[config.mk]
export PLATFORM = sky130hd
export DESIGN_NAME = image_header_size_sniffer_top
export DESIGN_NICKNAME = d
export VERILOG_FILES = /design/src/hw/rtl/ihss_pkg.sv /design/src/hw/rtl/ihss_front.sv /design/src/hw/rtl/ihss_queue.sv /design/src/hw/rtl/ihss_back.sv /design/src/hw/rtl/image_header_size_sniffer_top.sv
export SDC_FILE = /design/constraint.sdc
export NUM_CORES = 1
export LEC_CHECK = 0
export BUFFER_PORTS_ARGS = -buffer_cell sky130_fd_sc_hd__buf_2
export CORE_UTILIZATION = 57
export DETAILED_ROUTE_END_ITERATION = 12
export PLACE_DENSITY_LB_ADDON = 0.05
export SLEW_MARGIN = 20
export SYNTH_ARGS = -nofsm -noshare
export SYNTH_HDL_FRONTEND = slang
export SYNTH_SLANG_ARGS = --single-unit
[constraint.sdc]
create_clock -name clk -period 12.1 [get_ports clk]
set_input_delay 1.21 -clock clk [delete_from_list [all_inputs] [get_ports clk]]
set_output_delay 1.21 -clock clk [all_outputs]
set_load 0.02 [all_outputs]
[src/hw/rtl/ihss_pkg.sv]
// Shared types and result codes for the image header size sniffer.
`default_nettype none

package ihss_pkg;

  localparam logic [1:0] ST_OK      = 2'd0;
  localparam logic [1:0] ST_UNKNOWN = 2'd1;
  localparam logic [1:0] ST_INVALID = 2'd2;

  localparam logic [1:0] FMT_GIF  = 2'd0;
  localparam logic [1:0] FMT_PNG  = 2'd1;
  localparam logic [1:0] FMT_JPEG = 2'd2;

  typedef struct packed {
    logic [1:0]  status;
    logic [1:0]  fmt;
    logic [31:0] image_width;
    logic [31:0] image_height;
  } result_t;

endpackage

`default_nettype wire

[src/hw/rtl/ihss_front.sv]
// Byte parser: recognizes the file format and produces one result per file.
`default_nettype none

module ihss_front
  import ihss_pkg::*;
(
  input  wire logic        clk,
  input  wire logic        rst_n,
  input  wire logic        accept,
  input  wire logic [7:0]  data_byte,
  input  wire logic        last_byte,
  output logic             push,
  output result_t          push_data
);

  typedef enum logic [3:0] {
    PH_HEAD  = 4'b0001,
    PH_JSKIP = 4'b0010,
    PH_JHDR  = 4'b0100,
    PH_JSOF  = 4'b1000
  } phase_t;

  localparam logic [7:0] JPEG_SOI_HI = 8'hFF;
  localparam logic [7:0] JPEG_SOI_LO = 8'hD8;
  localparam logic [7:0] GIF_VER_7   = 8'h37;
  localparam logic [7:0] GIF_VER_9   = 8'h39;

  function automatic logic [7:0] gif_sig(input logic [2:0] idx);
    logic [7:0] v;
    case (idx)
      3'd0:    v = 8'h47;
      3'd1:    v = 8'h49;
      3'd2:    v = 8'h46;
      3'd3:    v = 8'h38;
      3'd4:    v = 8'h37;
      default: v = 8'h61;
    endcase
    return v;
  endfunction

  function automatic logic [7:0] png_sig(input logic [2:0] idx);
    logic [7:0] v;
    case (idx)
      3'd0:    v = 8'h89;
      3'd1:    v = 8'h50;
      3'd2:    v = 8'h4E;
      3'd3:    v = 8'h47;
      3'd4:    v = 8'h0D;
      3'd5:    v = 8'h0A;
      3'd6:    v = 8'h1A;
      default: v = 8'h0A;
    endcase
    return v;
  endfunction

  function automatic logic [7:0] ihdr_tag(input logic [1:0] idx);
    logic [7:0] v;
    case (idx)
      2'd0:    v = 8'h49;
      2'd1:    v = 8'h48;
      2'd2:    v = 8'h44;
      default: v = 8'h52;
    endcase
    return v;
  endfunction

  // SOFn: FFC0..FFCF except DHT (C4), JPG (C8) and DAC (CC)
  function automatic logic is_sof(input logic [15:0] m);
    return (m[15:4] == 12'hFFC) && (m[3:0] != 4'h4) && (m[3:0] != 4'h8) &&
           (m[3:0] != 4'hC);
  endfunction

  phase_t      phase_r, phase_nxt;
  logic [4:0]  off_r, off_nxt;
  logic [2:0]  cand_r, cand_nxt;
  logic [31:0] fs_r, fs_nxt;
  logic [15:0] mk_r, mk_nxt;
  logic [15:0] sk_r, sk_nxt;
  logic [31:0] wh_r, wh_nxt;
  logic        done_r, done_nxt;
  logic        ihdr_bad_r, ihdr_bad_nxt;

  logic        emit;
  result_t     res;
  logic        stop;
  logic        seg_go;
  logic        gif_ok;
  logic [15:0] seg_len;
  logic [1:0]  hdr_off;

  assign seg_len = {sk_r[7:0], data_byte};
  assign hdr_off = off_r[1:0];

  always_comb begin
    phase_nxt    = phase_r;
    off_nxt      = off_r;
    cand_nxt     = cand_r;
    fs_nxt       = fs_r;
    mk_nxt       = mk_r;
    sk_nxt       = sk_r;
    wh_nxt       = wh_r;
    done_nxt     = done_r;
    ihdr_bad_nxt = ihdr_bad_r;
    emit         = 1'b0;
    res          = '{status: ST_OK, fmt: FMT_GIF, image_width: 32'd0, image_height: 32'd0};
    stop         = 1'b0;
    seg_go       = 1'b0;
    gif_ok       = 1'b0;

    if (accept && !done_r) begin
      unique case (phase_r)
        PH_HEAD: begin
          if (cand_r[0]) begin
            if (off_r < 5'd6) begin
              if (off_r == 5'd4) begin
                gif_ok = (data_byte == GIF_VER_7) || (data_byte == GIF_VER_9);
              end else begin
                gif_ok = (data_byte == gif_sig(off_r[2:0]));
              end
              if (!gif_ok) cand_nxt[0] = 1'b0;
            end else if (off_r == 5'd6) begin
              wh_nxt = {24'd0, data_byte};
            end else if (off_r == 5'd7) begin
              wh_nxt = wh_r | {16'd0, data_byte, 8'd0};
            end else if (off_r == 5'd8) begin
              fs_nxt = {24'd0, data_byte};
            end else if (off_r == 5'd9) begin
              fs_nxt = fs_r | {16'd0, data_byte, 8'd0};
            end else if (off_r == 5'd12) begin
              emit = 1'b1;
              stop = 1'b1;
              res  = '{status: ST_OK, fmt: FMT_GIF, image_width: wh_r, image_height: fs_r};
            end
          end
          if (cand_r[1]) begin
            if (off_r < 5'd8) begin
              if (data_byte != png_sig(off_r[2:0])) cand_nxt[1] = 1'b0;
            end else if (off_r >= 5'd12 && off_r < 5'd16) begin
              if (data_byte != ihdr_tag(off_r[1:0])) ihdr_bad_nxt = 1'b1;
            end else if (off_r >= 5'd16 && off_r < 5'd20) begin
              wh_nxt = {wh_r[23:0], data_byte};
            end else if (off_r >= 5'd20 && off_r < 5'd24) begin
              fs_nxt = {fs_r[23:0], data_byte};
            end else if (off_r == 5'd27) begin
              emit = 1'b1;
              stop = 1'b1;
              if (ihdr_bad_r) begin
                res = '{status: ST_INVALID, fmt: FMT_PNG, image_width: 32'd0,
                        image_height: 32'd0};
              end else begin
                res = '{status: ST_OK, fmt: FMT_PNG, image_width: wh_r, image_height: fs_r};
              end
            end
          end
          if (cand_r[2]) begin
            if (off_r == 5'd0) begin
              if (data_byte != JPEG_SOI_HI) cand_nxt[2] = 1'b0;
            end else if (off_r == 5'd1) begin
              if (data_byte != JPEG_SOI_LO) cand_nxt[2] = 1'b0;
            end else if (off_r == 5'd2) begin
              mk_nxt = {8'd0, data_byte};
            end else if (off_r == 5'd3) begin
              mk_nxt = {mk_r[7:0], data_byte};
            end else if (off_r == 5'd4) begin
              sk_nxt = {8'd0, data_byte};
            end else if (off_r == 5'd5) begin
              seg_go = 1'b1;
              stop   = 1'b1;
            end
          end
          if (!stop) begin
            if (cand_nxt == 3'd0) begin
              emit = 1'b1;
              res  = '{status: ST_UNKNOWN, fmt: FMT_GIF, image_width: 32'd0,
                       image_height: 32'd0};
            end else begin
              off_nxt = off_r + 5'd1;
            end
          end
        end
        PH_JSKIP: begin
          sk_nxt = sk_r - 16'd1;
          if (sk_r == 16'd1) begin
            phase_nxt = PH_JHDR;
            off_nxt   = 5'd0;
          end
        end
        PH_JHDR: begin
          case (hdr_off)
            2'd0:    mk_nxt = {8'd0, data_byte};
            2'd1:    mk_nxt = {mk_r[7:0], data_byte};
            2'd2:    sk_nxt = {8'd0, data_byte};
            default: seg_go = 1'b1;
          endcase
          if (hdr_off != 2'd3) off_nxt = {3'd0, hdr_off} + 5'd1;
        end
        PH_JSOF: begin
          if (off_r == 5'd1) begin
            fs_nxt = {24'd0, data_byte};
          end else if (off_r == 5'd2) begin
            fs_nxt = {16'd0, fs_r[7:0], data_byte};
          end else if (off_r == 5'd3) begin
            wh_nxt = {24'd0, data_byte};
          end else if (off_r == 5'd4) begin
            wh_nxt = {16'd0, wh_r[7:0], data_byte};
          end else if (off_r >= 5'd5) begin
            emit = 1'b1;
            res  = '{status: ST_OK, fmt: FMT_JPEG, image_width: wh_r, image_height: fs_r};
          end
          off_nxt = off_r + 5'd1;
        end
        default: begin
          phase_nxt = PH_HEAD;
        end
      endcase

      // complete segment header: marker in mk_r, length just assembled
      if (seg_go) begin
        sk_nxt = seg_len;
        if (seg_len < 16'd2) begin
          emit = 1'b1;
          res  = '{status: ST_INVALID, fmt: FMT_JPEG, image_width: 32'd0,
                   image_height: 32'd0};
        end else begin
          off_nxt = 5'd0;
          if (is_sof(mk_r)) begin
            phase_nxt = PH_JSOF;
          end else if (seg_len == 16'd2) begin
            phase_nxt = PH_JHDR;
          end else begin
            sk_nxt    = seg_len - 16'd2;
            phase_nxt = PH_JSKIP;
          end
        end
      end

      if (emit) done_nxt = 1'b1;
    end

    if (accept && last_byte) begin
      if (!done_r && !emit) begin
        emit = 1'b1;
        if (phase_nxt == PH_HEAD) begin
          res = '{status: ST_UNKNOWN, fmt: FMT_GIF, image_width: 32'd0, image_height: 32'd0};
        end else begin
          res = '{status: ST_INVALID, fmt: FMT_JPEG, image_width: 32'd0,
                  image_height: 32'd0};
        end
      end
      // end of file: back to start for the next one
      phase_nxt    = PH_HEAD;
      off_nxt      = 5'd0;
      cand_nxt     = 3'b111;
      fs_nxt       = 32'd0;
      mk_nxt       = 16'd0;
      sk_nxt       = 16'd0;
      wh_nxt       = 32'd0;
      done_nxt     = 1'b0;
      ihdr_bad_nxt = 1'b0;
    end
  end

  always_ff @(posedge clk) begin
    if (!rst_n) begin
      phase_r    <= PH_HEAD;
      off_r      <= 5'd0;
      cand_r     <= 3'b111;
      fs_r       <= 32'd0;
      mk_r       <= 16'd0;
      sk_r       <= 16'd0;
      wh_r       <= 32'd0;
      done_r     <= 1'b0;
      ihdr_bad_r <= 1'b0;
    end else begin
      phase_r    <= phase_nxt;
      off_r      <= off_nxt;
      cand_r     <= cand_nxt;
      fs_r       <= fs_nxt;
      mk_r       <= mk_nxt;
      sk_r       <= sk_nxt;
      wh_r       <= wh_nxt;
      done_r     <= done_nxt;
      ihdr_bad_r <= ihdr_bad_nxt;
    end
  end

  assign push      = emit;
  assign push_data = res;

endmodule

`default_nettype wire

[src/hw/rtl/ihss_queue.sv]
// Small result queue between the parser and the output stage.
`default_nettype none

module ihss_queue
  import ihss_pkg::*;
#(
  parameter int DEPTH = 2
) (
  input  wire logic    clk,
  input  wire logic    rst_n,
  input  wire logic    push,
  input  wire result_t push_data,
  input  wire logic    pop,
  output result_t      pop_data,
  output logic         full,
  output logic         not_empty
);

  localparam int AW = (DEPTH > 1) ? $clog2(DEPTH) : 1;
  localparam int CW = $clog2(DEPTH + 1);
  localparam logic [AW-1:0] LAST_IDX = AW'(DEPTH - 1);
  localparam logic [CW-1:0] FULL_CNT = CW'(DEPTH);

  result_t       slot_r [DEPTH];
  logic [AW-1:0] wr_ptr_r, wr_ptr_nxt;
  logic [AW-1:0] rd_ptr_r, rd_ptr_nxt;
  logic [CW-1:0] cnt_r, cnt_nxt;

  always_comb begin
    wr_ptr_nxt = wr_ptr_r;
    rd_ptr_nxt = rd_ptr_r;
    cnt_nxt    = cnt_r;
    if (push) wr_ptr_nxt = (wr_ptr_r == LAST_IDX) ? '0 : wr_ptr_r + AW'(1);
    if (pop)  rd_ptr_nxt = (rd_ptr_r == LAST_IDX) ? '0 : rd_ptr_r + AW'(1);
    if (push && !pop) cnt_nxt = cnt_r + CW'(1);
    if (!push && pop) cnt_nxt = cnt_r - CW'(1);
  end

  always_ff @(posedge clk) begin
    if (!rst_n) begin
      wr_ptr_r <= '0;
      rd_ptr_r <= '0;
      cnt_r    <= '0;
    end else begin
      wr_ptr_r <= wr_ptr_nxt;
      rd_ptr_r <= rd_ptr_nxt;
      cnt_r    <= cnt_nxt;
    end
  end

  always_ff @(posedge clk) begin
    if (push) slot_r[wr_ptr_r] <= push_data;
  end

  assign pop_data  = slot_r[rd_ptr_r];
  assign full      = (cnt_r == FULL_CNT);
  assign not_empty = (cnt_r != '0);

endmodule

`default_nettype wire

[src/hw/rtl/ihss_back.sv]
// Output register stage: drains the result queue onto the result channel.
`default_nettype none

module ihss_back
  import ihss_pkg::*;
(
  input  wire logic    clk,
  input  wire logic    rst_n,
  input  wire logic    q_not_empty,
  input  wire result_t q_data,
  output logic         q_pop,
  input  wire logic    out_stall,
  output logic         out_valid,
  output result_t      out_data
);

  logic    valid_r, valid_nxt;
  result_t data_r;

  // load when the register is empty or its transaction completes this cycle
  assign q_pop = q_not_empty && (!valid_r || !out_stall);

  always_comb begin
    valid_nxt = valid_r;
    if (q_pop) begin
      valid_nxt = 1'b1;
    end else if (!out_stall) begin
      valid_nxt = 1'b0;
    end
  end

  always_ff @(posedge clk) begin
    if (!rst_n) begin
      valid_r <= 1'b0;
    end else begin
      valid_r <= valid_nxt;
    end
  end

  always_ff @(posedge clk) begin
    if (q_pop) data_r <= q_data;
  end

  assign out_valid = valid_r;
  assign out_data  = data_r;

endmodule

`default_nettype wire

[src/hw/rtl/image_header_size_sniffer_top.sv]
// Top level of the image header size sniffer: parser, result queue, output stage.
//
//   channel | direction | handshake          | payload
//   --------+-----------+--------------------+--------------------------------------------
//   in_     | input     | in_valid/in_stall   | data_byte[7:0], last_byte
//   out_    | output    | out_valid/out_stall | status[1:0], format[1:0], image_width[31:0],
//           |           |                    | image_height[31:0]
//
// One byte is taken per cycle when not stalled; the parser updates its counters and shift
// registers in the cycle a byte is accepted and pushes at most one result per file.
// A result is written into the queue, then registered in the output stage onto out_valid.
// in_stall rises only while the result queue is full (QUEUE_DEPTH entries).
// rst_n is synchronous, active low, and returns the parser to the start of a file.
`default_nettype none

module image_header_size_sniffer_top
  import ihss_pkg::*;
#(
  parameter int QUEUE_DEPTH = 2
) (
  input  wire logic        clk,
  input  wire logic        rst_n,
  input  wire logic        in_valid,
  output logic             in_stall,
  input  wire logic [7:0]  in_data_byte,
  input  wire logic        in_last_byte,
  output logic             out_valid,
  input  wire logic        out_stall,
  output logic [1:0]       out_status,
  output logic [1:0]       out_format,
  output logic [31:0]      out_image_width,
  output logic [31:0]      out_image_height
);

  logic    accept;
  logic    push;
  result_t push_data;
  logic    pop;
  result_t pop_data;
  logic    q_full;
  logic    q_not_empty;
  result_t out_data;

  assign in_stall = q_full;
  assign accept   = in_valid && !q_full;

  ihss_front u_front (
    .clk       (clk),
    .rst_n     (rst_n),
    .accept    (accept),
    .data_byte (in_data_byte),
    .last_byte (in_last_byte),
    .push      (push),
    .push_data (push_data)
  );

  ihss_queue #(
    .DEPTH (QUEUE_DEPTH)
  ) u_queue (
    .clk       (clk),
    .rst_n     (rst_n),
    .push      (push),
    .push_data (push_data),
    .pop       (pop),
    .pop_data  (pop_data),
    .full      (q_full),
    .not_empty (q_not_empty)
  );

  ihss_back u_back (
    .clk         (clk),
    .rst_n       (rst_n),
    .q_not_empty (q_not_empty),
    .q_data      (pop_data),
    .q_pop       (pop),
    .out_stall   (out_stall),
    .out_valid   (out_valid),
    .out_data    (out_data)
  );

  assign out_status       = out_data.status;
  assign out_format       = out_data.fmt;
  assign out_image_width  = out_data.image_width;
  assign out_image_height = out_data.image_height;

endmodule

`default_nettype wire
==> flow_summary.toml, run 1 <==
[clock_network]
post_cts_resized = 0
cts.sinks = 319
path_clk_slew_ns = 0.06
cts_tree = "done"
root_buffer = "clkbuf_16"
cts_hold_buf = 0
insertion_delay_ns = 0.55
postCtsSetupBuffers = 0
cts_buffers = 31
cts.path.max_buffers = 3
cts_max_level = 1

[detailed_routing]
drtIter0Drc = 812
num_vias = 9634
via_per_inst = 5.94
drc = 0
drt_pass1_iterations = 5
wl_mm = 29.7
ant_nets = 0
wire_per_inst_um = 18.3

[cells_and_area]
n_antenna_cell = 0
syn_to_final_growth_pct = 11.3
final_common_cell = "edfxtp_1"
final_cell_mix = "204 x edfxtp_1, 114 x nor2_1, 114 x dfxtp_1"
drive_gt1_frac = 0.180
nets = 1304

[die]
num_rows = 56
die_y_um = 159
start_util = 0.589
core_um2 = 23800
die_x_um = 159
ios = 83
die-area_um2 = 25200

[min_path]
worstHoldStart = "u_front.mk_r[15]$_SDFFE_PP0P_"
min_to = "u_front.mk_r[15]$_SDFFE_PP0P_"
hold_depth = 2
hold_class = "register to register"

[synthesis]
yosys-top-cells-area = "edfxtp_1 44%, dfxtp_1 16%, mux2_2 5.5%, and2_1 3.1%, a21oi_1 3.1%"
synth_area_per_cell_um2 = 11.3
synth_top_family_by_area = "simple AND/OR/NAND/NOR gates"
ys_dominant_reg_cell = "edfxtp_1"
yosys_warnings = 0
synthMuxAreaShare = 0.0626
syn-num-nets = 1263
synth_top_area_share = 0.438
synth_area_um2 = 14000
synthSimpleGateAreaFrac = 0.156
synth_xor_area_frac = 0.0125
ys_types = 75
yosysTopAreaCell = "edfxtp_1"
ys_seq_elements = 319
ys_seq_area_frac = 0.603
synthAdderAreaFrac = 0.0116
async_reset_ff_frac = 0
syn_inst = 1237
synth_edf_count = 204
synth_compound_area_frac = 0.123

[timing]
maxSlewHeadroom = 0.274
finalCritPeriodShare = 0.371
rsz0062_at_grt = "false"
hold_viol_final = 0
worstMarginPinSlew_ns = 1.08
max_freq_mhz = 223
min_period_ns = 4.48
setup_viol = 0
fin_ws_ns = 7.62
setup_tns_ns = 0
skew_ns = 0.0157
drv_slew = 0

[setup_path]
cp_slowest_cell = "buf_4"
rr_worst_depth = 12
path_max_fanout = 68
cp-end-kind = "register"
worst-endpoint-arrival_ns = 4.65
crit_chain = "inv_1 > ha_1 > nor2b_1 > a32oi_1 > buf_4 > nor3_1 > nand2b_1 > nor3_1 > o21ai_0 > nand3_1 > nor2_4 > buf_4"
cpLargestDelayFamily = "simple AND/OR/NAND/NOR gates"
worst-path-buf-inv = 3
reg2reg_to = "u_queue.slot_r[1][26]$_DFFE_PP_"
crit_type = "register to register"
ff2ff_setup_slack_ns = 7.62
max_stage_delay_ns = 0.67
rr_startpoint = "u_front.off_r[0]$_SDFFE_PP0P_"
required_ns = 12.27
worstSetupStartpointType = "register"

[place]
dp_slack_ns = 7.54
dp_hpwl_mm = 18.6
io_buffers = 82
place_congestion = 0.926

[run]
maxCapViolCount = 0

[pwr]
powerDensity_nw_per_um2 = 202
combPwrFrac = 0.234
internal_power_mw = 2.20
switchingPower_mw = 0.941
peakVddDrop_mv = 0.244
power_frac_seq = 0.474
p_clk_frac = 0.292
leakage_nw = 5.49
swShare = 0.300

[global_routing]
grt_overflow = 0
grt_max_degree = 95
antenna_found_initial = 0
grt_pass1_vias = 8903
grt_use_total = 0.242
grt_pass1_wl_mm = 47.8

[outcome]
status = "completed"
-- area by class of cell --
cell class / instances / area, um2
Multi-Input combinational cell: 811 / 5170
Inverter: 19 / 71.3
Tap cell: 319 / 399
Sequential cell: 319 / 8430
Fill cell: 1858 / 8190
Clock inverter: 15 / 133
Timing Repair Buffer: 96 / 515
Clock buffer: 43 / 841
-- cells in the mapped netlist (3+ instances only) --
cell type  count
ha_1          13
buf_1          7
nor2b_1       11
nand2_1       98
mux2_2        68
nand3b_1       3
o21ba_2        3
o21ai_0       40
nor4_1        10
o21a_1         7
a221oi_1       3
nor4b_1        4
clkbuf_1      69
buf_6          3
xor2_1         9
xnor2_1       11
nand4_1       13
nor2_1       115
nand2b_1       9
dfxtp_1      115
a31oi_1       11
mux2i_1       11
a211oi_1      20
inv_1         18
buf_2          8
a22oi_1       43
and2_1        70
or4_1          4
o31ai_1        6
edfxtp_1     204
nor3b_1        5
or3_1         11
o22ai_1        8
a21oi_1       87
nand3_1       38
a2111o_1       3
and3_1         7
o31a_1         3
nor3_1        22
-- how the worst max path moves through the flow --
| stage | from | endpoint | slack (ns) | cells after the start |
|---|---|---|---|---|
| floorplan | in_data_byte[1] | u_queue.slot_r[1][0]$_DFFE_PP_ | 5.94 | 9 |
| detailed placement | in_data_byte[1] | u_queue.slot_r[1][24]$_DFFE_PP_ | 7.54 | 10 |
| CTS | u_front.off_r[0]$_SDFFE_PP0P_ | u_queue.slot_r[1][17]$_DFFE_PP_ | 7.64 | 11 |
| global route | u_front.off_r[0]$_SDFFE_PP0P_ | u_queue.slot_r[1][17]$_DFFE_PP_ | 7.34 | 11 |
| global placement | in_data_byte[1] | u_queue.slot_r[1][20]$_DFFE_PP_ | 7.56 | 10 |
| finish | u_front.off_r[0]$_SDFFE_PP0P_ | u_queue.slot_r[1][26]$_DFFE_PP_ | 7.62 | 12 |
-- power by group through the flow --
stage | combinational [mW] | clock (mW) | sequential, mW
after floorplan | 0.423 | 0 | 1.62
after CTS | 0.741 | 0.937 | 1.49
after detailed placement | 0.735 | 0 | 1.51
after global routing | 0.806 | 0.982 | 1.51
after global placement | 0.734 | 0 | 1.50
final | 0.734 | 0.915 | 1.49
-- cells by family after synthesis --
kind of cell / count (synthesis)
compound gates: 265
xor+xnor: 20
fa+ha+maj: 13
buf+inv: 107
flops: 319
mux: 79
simple gates: 434
-- worst register-to-register path, cell delays in order, from the launching register on --
cell and delay, ns:
dfxtp_1 0.57, inv_1 0.24, ha_1 0.53, nor2b_1 0.34, a32oi_1 0.14, buf_4 0.22
nor3_1 0.52, nand2b_1 0.24, nor3_1 0.06, o21ai_0 0.16, nand3_1 0.22, nor2_4 0.12
buf_4 0.67
-- metal layers --
| layer | share of wire | up-vias | GRT usage | wire, um |
|---|---|---|---|---|
| met5 | 0 | - | 0 | 0 |
| met4 | 0.021 | 0 | 0.0751 | 620 |
| met3 | 0.056 | 50 | 0.0313 | 1660 |
| met2 | 0.47 | 305 | 0.384 | 13800 |
| met1 | 0.46 | 4646 | 0.346 | 13600 |
| li1 | - | 4633 | - | - |
-- per-stage QoR --
| stage | util | power (mW) | hold WS [ns] | std cells | instance area (um2) |
|---|---|---|---|---|---|
| global route | 0.655 | 3.30 | 0.479 | 1622 | 15600 |
| detailed placement | 0.614 | 2.25 | 0.446 | 1564 | 14600 |
| CTS | 0.655 | 3.17 | 0.453 | 1622 | 15600 |
| global placement | 0.614 | 2.24 | 0.437 | 1564 | 14600 |
| finish | 0.655 | 3.14 | 0.451 | 1622 | 15600 |
| floorplan | - | 2.04 | 0.432 | 1237 | 14000 |
-- state kept, by name, indices dropped and copies added (netlist names), 2 cells and up --
| register | cells |
|---|---|
| u_queue.slot_r | 136 |
| u_queue.cnt_r | 2 |
| u_front.sk_r | 16 |
| u_front.cand_r | 3 |
| u_front.fs_r | 32 |
| u_front.phase_r | 4 |
| u_front.wh_r | 32 |
| u_back.out_data | 68 |
| u_front.mk_r | 16 |
| u_front.off_r | 5 |
Power figures use the tool's default switching activity.
==> run 2, diff against run 1 <==
CORE_UTILIZATION = 55   (was 57)
clock period = 3.7 ns   (was 12.1 ns; I/O delays follow)
==> run 2 against run 1 <==
Clock power increased to 3.6 times the previous value. Critical path depth stayed put. Combinational power grew to 3.4 times the previous value. Sequential share of layout area down 1.5 points. Final cell count is 2.2% higher. Via count grew 0.73%. Critical path type unchanged.
==> flow_summary.toml, run 2 (synthesis results as in run 1) <==
[outcome]
status = "completed"

[global_routing]
grt_overflow = 0
grt_pass1_wl_mm = 49.6
antenna_found_initial = 0
grt_use_total = 0.240
grt_pass1_vias = 9394
grt_max_degree = 71

[setup_path]
crit_chain = "inv_2 > ha_1 > or4_4 > nand2_1 > o21a_1 > or4_4 > nor3_4 > o21ai_2 > nand3_2 > ha_1 > or3_1 > a21oi_1"
rr_worst_depth = 12
cpLargestDelayFamily = "simple AND/OR/NAND/NOR gates"
worst-path-buf-inv = 1
worstSetupStartpointType = "register"
ff2ff_setup_slack_ns = 0.20
required_ns = 4.14
crit_type = "register to register"
max_stage_delay_ns = 0.56
cp-end-kind = "register"
rr_startpoint = "u_front.off_r[0]$_SDFFE_PP0P_"
worst-endpoint-arrival_ns = 3.94
cp_slowest_cell = "or4_4"
reg2reg_to = "u_queue.cnt_r[1]$_SDFFE_PN0P_"
path_max_fanout = 12

[detailed_routing]
wl_mm = 30.9
drt_pass1_iterations = 5
num_vias = 9704
wire_per_inst_um = 18.6
ant_nets = 0
via_per_inst = 5.86
drc = 0
drtIter0Drc = 759

[cells_and_area]
layout.cells.non_filler = 1657
nets = 1333
n_antenna_cell = 0
final_cell_mix = "204 x edfxtp_1, 114 x nor2_1, 112 x dfxtp_1"
syn_to_final_growth_pct = 14.4
final_common_cell = "edfxtp_1"
drive_gt1_frac = 0.207
seq_area_um2 = 8430
largest_reg_flops = 136
multi_input_area_um2 = 5190
fillers = 1912
top_register = "u_queue.slot_r"

[clock_network]
cts_max_level = 2
post_cts_resized = 0
insertion_delay_ns = 0.51
cts_buffers = 34
cts.path.max_buffers = 3
cts.sinks = 319
path_clk_slew_ns = 0.06
cts_tree = "done"
root_buffer = "clkbuf_16"
cts_hold_buf = 0
postCtsSetupBuffers = 0

[pwr]
peakVddDrop_mv = 0.858
p_clk_frac = 0.311
combPwrFrac = 0.231
swShare = 0.300
powerDensity_nw_per_um2 = 668
p_total_mw = 10.7
power_frac_seq = 0.458
leakage_nw = 5.71
internal_power_mw = 7.49
switchingPower_mw = 3.21

[timing]
finalCritPeriodShare = 0.946
rsz0062_at_grt = "false"
hold_viol_final = 0
setup_viol = 0
max_freq_mhz = 286
maxSlewHeadroom = 0.304
drv_slew = 0
skew_ns = 0.0190
fin_ws_ns = 0.199
worstMarginPinSlew_ns = 1.04
min_period_ns = 3.50
setup_tns_ns = 0

[place]
dp.cells = 1595
place_congestion = 0.937
io_buffers = 82
dp_hpwl_mm = 19.7
dp_slack_ns = 0.239

[run]
maxCapViolCount = 0

[die]
num_rows = 57
die-area_um2 = 26100
die_y_um = 161
die_x_um = 161
core_um2 = 24600
start_util = 0.568
ios = 83

[min_path]
min_to = "u_back.out_valid$_SDFFE_PN0P_"
hold_class = "input pin to register"
hold_depth = 3
worstHoldStart = "out_stall"
-- run 2: cell types whose count changed in the layout (fill, tap and decap cells not counted), moves of 4 or more --
cell / change
buf_4: +21
buf_12: +5
clkbuf_1: -5
clkbuf_8: +5
clkbuf_16: +4
-- run 2: worst max-delay path by stage --
stage	startpoint	end	slack, ns	cells after the start
5_1_grt	u_front.off_r[0]$_SDFFE_PP0P_	u_queue.cnt_r[1]$_SDFFE_PN0P_	0.02	12
3_5_place_dp	u_front.off_r[0]$_SDFFE_PP0P_	u_queue.cnt_r[1]$_SDFFE_PN0P_	0.24	12
4_1_cts	u_front.off_r[0]$_SDFFE_PP0P_	u_queue.cnt_r[1]$_SDFFE_PN0P_	0.24	12
3_3_place_gp	u_front.off_r[0]$_SDFFE_PP0P_	u_queue.cnt_r[1]$_SDFFE_PN0P_	0.29	12
6_report	u_front.off_r[0]$_SDFFE_PP0P_	u_queue.cnt_r[1]$_SDFFE_PN0P_	0.20	12
2_1_floorplan	u_front.off_r[0]$_SDFFE_PP0P_	u_queue.slot_r[0][0]$_DFFE_PP_	0.01	12
-- run 2: cell type report --
cell class                 count  area share
inverter                      19     0.00469
timing repair buffer         122      0.0483
clock inverter                15     0.00829
tap                          324      0.0253
sequential                   319       0.527
clock buffer                  47      0.0619
multi-input combinational    811       0.325
-- run 2: routing by layer --
metal | part of all wire | wire length (um) | track usage
met5 | 0 | 0 | 0
met4 | 0.019 | 573 | 0.0690
met3 | 0.054 | 1660 | 0.0398
met2 | 0.47 | 14500 | 0.386
met1 | 0.46 | 14200 | 0.336
-- run 2: tightest hold or removal path, delay by kind of cell --
family | cells | cell delay (ns)
compound gates | 1 | 0.05
buf+inv | 1 | 0.12
simple gates | 1 | 0.06
-- run 2: through the flow --
step                      hold WS [ns]  instance area (um2)  utilization
after detailed placement         0.444                14900        0.605
after global routing             0.155                16000        0.650
after floorplan                  0.432                14000            -
final                            0.151                16000        0.650
after CTS                        0.139                16000        0.650
after global placement           0.442                14900        0.605
-- run 2: power by group through the flow --
stage / Combinational, mW / Clock [mW] / Sequential (mW)
2_1_floorplan: 1.40 / 0 / 5.26
5_1_grt: 2.68 / 3.55 / 4.97
4_1_cts: 2.50 / 3.40 / 4.91
3_5_place_dp: 2.49 / 0 / 4.98
6_report: 2.47 / 3.33 / 4.90
3_3_place_gp: 2.48 / 0 / 4.95
==> run 3, diff against run 2 <==
BUFFER_PORTS_ARGS = -buffer_cell sky130_fd_sc_hd__buf_4   (was -buffer_cell sky130_fd_sc_hd__buf_2)
PLACE_DENSITY = 0.75   (was unset)
PLACE_DENSITY_LB_ADDON = unset   (was 0.05)
==> run 3 against run 2 <==
Wire length shrank 1.7%. Critical path type unchanged. Clock power shrank 7.5%. Highest routed layer unchanged. First-iteration DRC count grew 3.3%. Final cell count grew 0.18%. Sequential power shrank 0.8%. Non-clock buffer count grew 8. Critical path depth shrank 1. Final area grew 0.91%. Via count grew 0.24%.
==> flow_summary.toml, run 3 (synthesis results as in run 1) <==
[cells_and_area]
drive_gt1_frac = 0.207
n_antenna_cell = 0
final_common_cell = "edfxtp_1"
top_register = "u_queue.slot_r"
syn_to_final_growth_pct = 15.5
largest_reg_flops = 136
final_cell_mix = "204 x edfxtp_1, 125 x buf_4, 114 x nor2_1"
nets = 1338
fin_util = 0.656

[min_path]
hold_class = "input pin to register"

[detailed_routing]
drtIter0Drc = 784
drt_pass1_iterations = 4
wl_mm = 30.4
via_per_inst = 5.86
ant_nets = 0
drc = 0
wire_per_inst_um = 18.3
num_vias = 9727

[clock_network]
path_clk_slew_ns = 0.06
root_buffer = "clkbuf_16"
cts_hold_buf = 0
cts_tree = "done"
insertion_delay_ns = 0.55
postCtsSetupBuffers = 0
cts_max_level = 1
cts_buffers = 31
cts.sinks = 319
post_cts_resized = 0
cts.path.max_buffers = 3

[setup_path]
cp_slowest_cell = "or4_4"
max_stage_delay_ns = 0.56
worst-path-buf-inv = 0
cpLargestDelayFamily = "simple AND/OR/NAND/NOR gates"
cp-end-kind = "register"
worst-endpoint-arrival_ns = 3.93
worstSetupStartpointType = "register"
required_ns = 4.18
path_max_fanout = 12
crit_chain = "ha_1 > or4_4 > nand2_1 > o21a_1 > or4_4 > nor3_4 > o21ai_2 > nand3_2 > ha_1 > or3_1 > a21oi_1"
crit_type = "register to register"

[die]
die_x_um = 161
start_util = 0.568
die_y_um = 161
die-area_um2 = 26100
core_um2 = 24600
ios = 83
num_rows = 57

[timing]
maxSlewHeadroom = 0.369
drv_slew = 0
hold_viol_final = 0
max_freq_mhz = 290
hold_ws_ns = 0.109
setup_viol = 0
min_period_ns = 3.45
rsz0062_at_grt = "false"
finalCritPeriodShare = 0.933
worstMarginPinSlew_ns = 0.946
skew_ns = 0.0113
setup_tns_ns = 0

[global_routing]
grt_use_total = 0.235
grt_pass1_vias = 9410
grt_overflow = 0
grt_max_degree = 70
antenna_found_initial = 0
grt_pass1_wl_mm = 49.1

[pwr]
leakage_nw = 5.76
powerDensity_nw_per_um2 = 658
peakVddDrop_mv = 0.498

[outcome]
status = "completed"

[place]
dp_hpwl_mm = 19.9
place_congestion = 0.920
io_buffers = 82

[run]
maxCapViolCount = 0
## run 3: cell types whose count changed in the layout (fill, tap and decap cells not counted), moves of 3 or more
| cell | previous run | this run |
|---|---|---|
| buf_2 | 82 | 0 |
| clkinv_1 | 4 | 7 |
| clkbuf_16 | 35 | 31 |
| buf_4 | 35 | 125 |
| clkinvlp_4 | 4 | 1 |
| clkbuf_8 | 7 | 3 |
## run 3: cell type report
class                   count  area, um2
fillers                  1898       8460
multi-input cells         811       5190
inverters                  19       75.1
well taps                 324        405
repair buffers            130       1040
clock buffers              39        836
flip-flops and latches    319       8430
clock inverters            18        168
## run 3: stage by stage
stage          total power [mW]  cell area [um2]  instances  worst slack [ns]
2_1_floorplan              6.66            14000       1237            0.0116
3_3_place_gp               7.57            15100       1603             0.301
3_5_place_dp               7.63            15100       1603             0.270
4_1_cts                    10.7            16100       1660             0.256
5_1_grt                    11.1            16100       1660            0.0247
6_report                   10.6            16100       1660             0.248
## run 3: routing by layer
metal / track usage / part of all wire / up-vias
met5: 0 / 0 / -
met2: 0.382 / 0.47 / 312
met4: 0.0742 / 0.022 / 0
met1: 0.330 / 0.45 / 4662
met3: 0.0298 / 0.056 / 52
li1: - / - / 4701
## run 3: final timing paths
check	startpoint	endpoint	slack, ns	depth (start not counted)
hold / removal	out_stall	u_back.out_valid$_SDFFE_PN0P_	0.11	3
setup / recovery	u_front.off_r[0]$_SDFFE_PP0P_	u_queue.cnt_r[1]$_SDFFE_PN0P_	0.25	11
hold reg to reg	u_front.mk_r[13]$_SDFFE_PP0P_	u_front.mk_r[13]$_SDFFE_PP0P_	0.45	2
setup reg to reg	u_front.off_r[0]$_SDFFE_PP0P_	u_queue.cnt_r[1]$_SDFFE_PN0P_	0.25	11
## run 3: power breakdown
group	internal [mW]	leakage [nW]	switching, mW
sequential	4.64	2.88	0.229
combinational	1.06	2.40	1.63
clock	1.80	0.488	1.27
## run 3: worst reg2reg max path: cells and delay by family (launching register included)
kind                     cells  cell delay [ns]
AO/OA/AOI/OAI                3             0.47
adder cells (fa/ha/maj)      2             0.78
AND/OR/NAND/NOR              6             1.67
flip-flops                   1             0.48
